`config.mk`:
```
export PLATFORM = sky130hd
export DESIGN_NAME = mkey_merge
export DESIGN_NICKNAME = d
export VERILOG_FILES = /design/src/mkey_pkg.sv /design/src/mkey_merge.sv
export SDC_FILE = /design/constraint.sdc
export NUM_CORES = 1
export LEC_CHECK = 0
export BUFFER_PORTS_ARGS = -buffer_cell sky130_fd_sc_hd__buf_2
export CAP_MARGIN = 40
export CORE_MARGIN = 2
export CORE_UTILIZATION = 41
export CTS_CLUSTER_SIZE = 14
export DETAILED_ROUTE_END_ITERATION = 7
export PLACE_DENSITY_LB_ADDON = 0.15
export SLEW_MARGIN = 20
export SYNTH_ARGS = -nofsm -noshare
export SYNTH_HDL_FRONTEND = slang
export SYNTH_SLANG_ARGS = --single-unit
```
`constraint.sdc`:
```
create_clock -name clock -period 0.8 [get_ports clock]
set_input_delay 0 -clock clock [delete_from_list [all_inputs] [get_ports clock]]
set_output_delay 0 -clock clock [all_outputs]
set_load 0.05 [all_outputs]
```
`src/mkey_pkg.sv`:
```
// ----------------------------------------------------------------------------
// mkey_pkg
// Shared widths, register indexes and lane/merge types for the 3d morton key
// block.
// ----------------------------------------------------------------------------
package mkey_pkg;

   localparam int POS_W          = 48;
   localparam int INDEX_W        = 31;
   localparam int KEY_W          = 63;
   localparam int CSR_W          = 48;
   localparam int CSR_ADDR_W     = 3;
   localparam int REQ_DATA_W     = 176;
   localparam int RSP_DATA_W     = 96;
   localparam int LEVEL_BITS_MAX = 21;
   localparam int LEVEL_BITS_DEF = 21;
   // integer part of the product: bits 56 and up of a 97 bit sum window
   localparam int IP_W           = 41;

   localparam logic [CSR_ADDR_W-1:0] CSR_CORNER_X   = 3'd0;
   localparam logic [CSR_ADDR_W-1:0] CSR_CORNER_Y   = 3'd1;
   localparam logic [CSR_ADDR_W-1:0] CSR_CORNER_Z   = 3'd2;
   localparam logic [CSR_ADDR_W-1:0] CSR_GRID_SCALE = 3'd3;

   localparam logic [CSR_W-1:0] GRID_SCALE_RESET = 48'h0001_0000_0000;

   typedef struct packed {
      logic [LEVEL_BITS_MAX-1:0] coord;
      logic                      clip;
   } lane_res_type;

   typedef struct packed {
      logic [INDEX_W-1:0] index;
      logic               last;
   } side_type;

   typedef struct packed {
      logic [KEY_W-1:0]   key;
      logic [INDEX_W-1:0] index;
      logic               clamped;
      logic               last;
   } rsp_word_type;

endpackage

```
`src/mkey_merge.sv`:
```
// ----------------------------------------------------------------------------
// mkey_merge
// Interleaves the three lane coordinates into the morton key, ors the clamp
// flags and holds the result word in the output register.
// ----------------------------------------------------------------------------
module mkey_merge
   import mkey_pkg::*;
#(
   parameter int LEVEL_BITS = LEVEL_BITS_DEF
) (
   input  logic         clock,
   input  logic         en,
   input  lane_res_type res_x,
   input  lane_res_type res_y,
   input  lane_res_type res_z,
   input  side_type     side,
   output rsp_word_type word
);

   rsp_word_type word_in, word_ff;

   always_comb begin
      word_in.key = '0;
      // x takes the top bit of each triple, z the bottom
      for (int k = 0; k < LEVEL_BITS; k++) begin
         word_in.key[3*k+2] = res_x.coord[k];
         word_in.key[3*k+1] = res_y.coord[k];
         word_in.key[3*k]   = res_z.coord[k];
      end
      word_in.index   = side.index;
      word_in.clamped = res_x.clip || res_y.clip || res_z.clip;
      word_in.last    = side.last;
   end

   always_ff @(posedge clock) begin
      if (en) begin
         word_ff <= word_in;
      end
   end

   assign word = word_ff;

endmodule

```
* Yosys cells after proc, flatten, opt, wreduce, memory -nomap -nowiden
Index checks and enable logic that the tools add are counted.
** Operators by class
- Reductions and logical operators :: 2
** Operators with widths (count)
- 1-bit logical OR :: 2
** Word-level totals
- Register bits after elaboration :: 96
- Input bits :: 100
- Output and inout bits :: 96
- Logic and storage cells :: 6

* Logic depth before layout (Yosys ltp)
- Depth after elaboration :: 2
- Mapped depth :: 1
- Gate-level depth less buffers :: 1

* Least setup slack after synthesis
Ideal clock, no wire load.
- Path kind :: input -> register
- Start point :: input port res_y[0] (netlist bit)
- End point :: register word_ff (netlist bit word[1]) (data pin)
- Library setup time :: 266 ps
- Data arrival time :: 341 ps
- Data required time :: 534 ps
- Slack :: 193 ps
- Stages on the path :: 1
- Path buffers :: 0
- Cells stage by stage :: or3_1
** On the way
- Cells in the longest elaborated chain, start to end :: 2
** RTL lines
- from (decl) :: RTL line mkey_merge.sv:14 : input lane_res_type res_y,
- 1-bit logical OR (2 in a row) :: RTL line mkey_merge.sv:31 : word_in.clamped = res_x.clip || res_y.clip || res_z.clip;
- to (signal assigned) :: RTL line mkey_merge.sv:37 : word_ff <= word_in;
- to (decl) :: RTL line mkey_merge.sv:20 : rsp_word_type word_in, word_ff;
Every way passes these cells.
A chain may end at the register's enable or synchronous reset.

* Worst setup path after layout
- Start point :: register word_ff (netlist bit word[3])
- End point :: output port word[3] (netlist bit)
** RTL lines
- to (decl) :: RTL line mkey_merge.sv:17 : output rsp_word_type word
No word-level cell between the ends.

==> impl_metrics.py <==
metrics = {
    "critical_path": {
        "endpoint_kind": "primary output",
        "crit_required_ns": 0.80,
        "slowest_delay_ns": 0.43,
        "crit_type": "register to primary output",
        "critPathMaxFanout": 1,
        "path_cells": "buf_6",
        "cp-start-kind": "register",
        "cp_data_arrival_time_ns": 0.95,
        "worst_path_max_delay_cell": "edfxtp_1",
        "critPathBufInv": 1,
        "cp_top_family": "flip-flops",
    },
    "sta": {
        "setup_viol": 96,
        "fin_ws_ns": -0.147,
        "relSlewSlack": 0.820,
        "finalMaxSlewViolations": 0,
        "tightest_slew_ns": 0.270,
        "holdWs_ns": -0.0758,
        "fin_crit_sh": 1.18,
        "rsz0062_at_grt": "yes",
        "hold_viol": 1,
        "fin_crit_ns": 0.947,
        "fmax_mhz": 1060,
    },
    "worst_hold_path": {
        "min_path_cells": 2,
        "holdPathEnd": "word[1]",
        "hold_path_class": "primary input to register",
        "worstHoldStart": "res_z[0]",
    },
    "pwr": {
        "pwr-share-seq": 0.488,
        "power_switching_mw": 3.43,
        "p_clk_frac": 0.277,
        "max-vdd-ir-drop_uv": 1320,
        "powerDensity_nw_per_um2": 2180,
        "p_int_mw": 9.22,
        "swShare": 0.271,
        "power_frac_comb": 0.235,
        "power_leakage_nw": 2.44,
    },
    "drt": {
        "drt_first_pass_iters": 4,
        "via_count": 2169,
        "antenna_left": 0,
        "drtIter0Drc": 144,
        "viasPerCell": 4.35,
        "post_drt_wl_per_cell_um": 16.6,
        "drt-total-wl_mm": 8.27,
        "post-route-drc-count": 0,
    },
    "clock_tree": {
        "hold_buffers": 95,
        "h-tree-depth": 3,
        "cts_buffer_depth": 2,
        "tritoncts": "yes",
        "root_buffer": "clkbuf_8",
        "clkTransAtPathRegs_ns": 0.09,
        "postCtsSetupBuffers": 0,
        "numCtsBuffers": 9,
        "clock_sinks": 96,
    },
    "cells_and_area": {
        "num_antenna_cells": 0,
        "multi_input_area_um2": 6.26,
        "ff_latch_area_um2": 2880,
        "fillCellCount": 314,
        "final_cells": 499,
        "area_delta_synth_final_pct": 101,
        "fin_util": 0.854,
        "final_layout_size_suffix_gt1_frac": 0.521,
        "largest_register_ffs": 96,
        "final_nets": 500,
    },
    "logic_synthesis": {
        "synth_fp_nets": 197,
        "ys_types": 2,
        "ys_seq_elements": 96,
        "syn_area_per_cell_um2": 29.8,
        "synthesis.area_um2": 2890,
        "ys_seq_area_frac": 0.998,
        "ys.warnings.count": 0,
        "synth_cells": 97,
    },
    "floorplanning": {
        "initial_utilization": 0.425,
        "dieArea_um2": 7730,
        "io_pins": 196,
        "rows": 30,
        "die_h_um": 87.9,
        "die_w_um": 87.9,
        "fp.coreArea_um2": 6790,
    },
    "grt": {
        "grt_use_total": 0.212,
        "grt_max_degree": 52,
        "grt-ovfl-total": 0,
        "antenna_found_initial": 0,
        "grt_pass1_vias": 2363,
        "grt_pass1_wl_mm": 11.7,
    },
    "placed_design": {
        "port-buffer-count": 195,
        "placement.setup.worst_slack_ns": 0.0757,
        "dp_cells": 390,
        "place.gp.congestion": 0.747,
    },
    "status": {
        "status": "finished, violations left",
        "violations": "hold timing, setup timing",
    },
    "flow_run": {
        "maxCapViolations": 0,
    },
}
==> worst max-delay path by stage <==
stage / endpoint / start / cells past startpoint / slack [ns]
CTS: word[31] / word[31] / 1 / -0.14
global placement: word[4] / en / 2 / 0.08
global route: word[3] / word[3] / 1 / -0.19
detailed placement: word[18] / en / 2 / 0.08
floorplan: word[1] / res_y[0] / 1 / 0.19
finish: word[3] / word[3] / 1 / -0.15
==> stage by stage <==
stage	cell area, um^2	total power [mW]	TNS, ns
6_report	5800	12.6	-9.04
2_1_floorplan	2890	7.59	0
3_3_place_gp	4030	8.27	0
5_1_grt	5800	13.1	-13.54
3_5_place_dp	4030	8.29	0
4_1_cts	5800	12.7	-10.66
==> power groups by stage <==
stage / registers, mW / clock network [mW] / logic (mW)
6_report: 6.17 / 3.50 / 2.97
2_1_floorplan: 7.59 / 0 / 0.00121
3_3_place_gp: 6.15 / 0 / 2.12
4_1_cts: 6.16 / 3.57 / 2.94
3_5_place_dp: 6.17 / 0 / 2.12
5_1_grt: 6.21 / 3.80 / 3.07
==> placed cells by master (no fill, tap or decap) <==
cell type      synthesis  final
clkbuf_8               0      9
buf_12                 0      2
buf_4                  0      1
buf_6                  0     96
buf_2                  0     98
edfxtp_1              96     96
dlygate4sd3_1          0     95
clkbuf_1               0      1
clkinv_2               0      1
bufinv_16              0      3
or3_1                  1      1
==> layer usage <==
| metal | track usage | vias to the layer above | wire, um |
|---|---|---|---|
| met5 | 0 | - | 0 |
| met4 | 0.0965 | 0 | 163 |
| met3 | 0.0716 | 10 | 681 |
| met2 | 0.383 | 133 | 4500 |
| met1 | 0.222 | 1029 | 2930 |
| li1 | - | 997 | - |
==> timing repair <==
item | 4_1_cts | 5_1_grt
pin swaps | 0 | 0
endpoints found under the setup margin | 96 | 96
hold endpoints to repair | 96 | 1
gates resized for setup | 192 | 0
==> cells by family (layout without fill, tap and decap cells) <==
logic type | after synthesis | after routing | synth area share
AND/OR/NAND/NOR | 1 | 1 | 0.00217
flip-flops | 96 | 96 | 0.998
buffers and inverters | 0 | 306 | 0
==> cells in the mapped netlist <==
cell      instances  area share
edfxtp_1         96         1.0
or3_1             1      0.0022
==> layout make-up <==
type                       instances  area share
tap                               96      0.0207
timing repair buffer             292       0.443
clock buffer                      10      0.0220
clock inverter                     4      0.0164
sequential                        96       0.497
multi-input combinational          1     0.00108
Power figures use the tool's default switching activity.
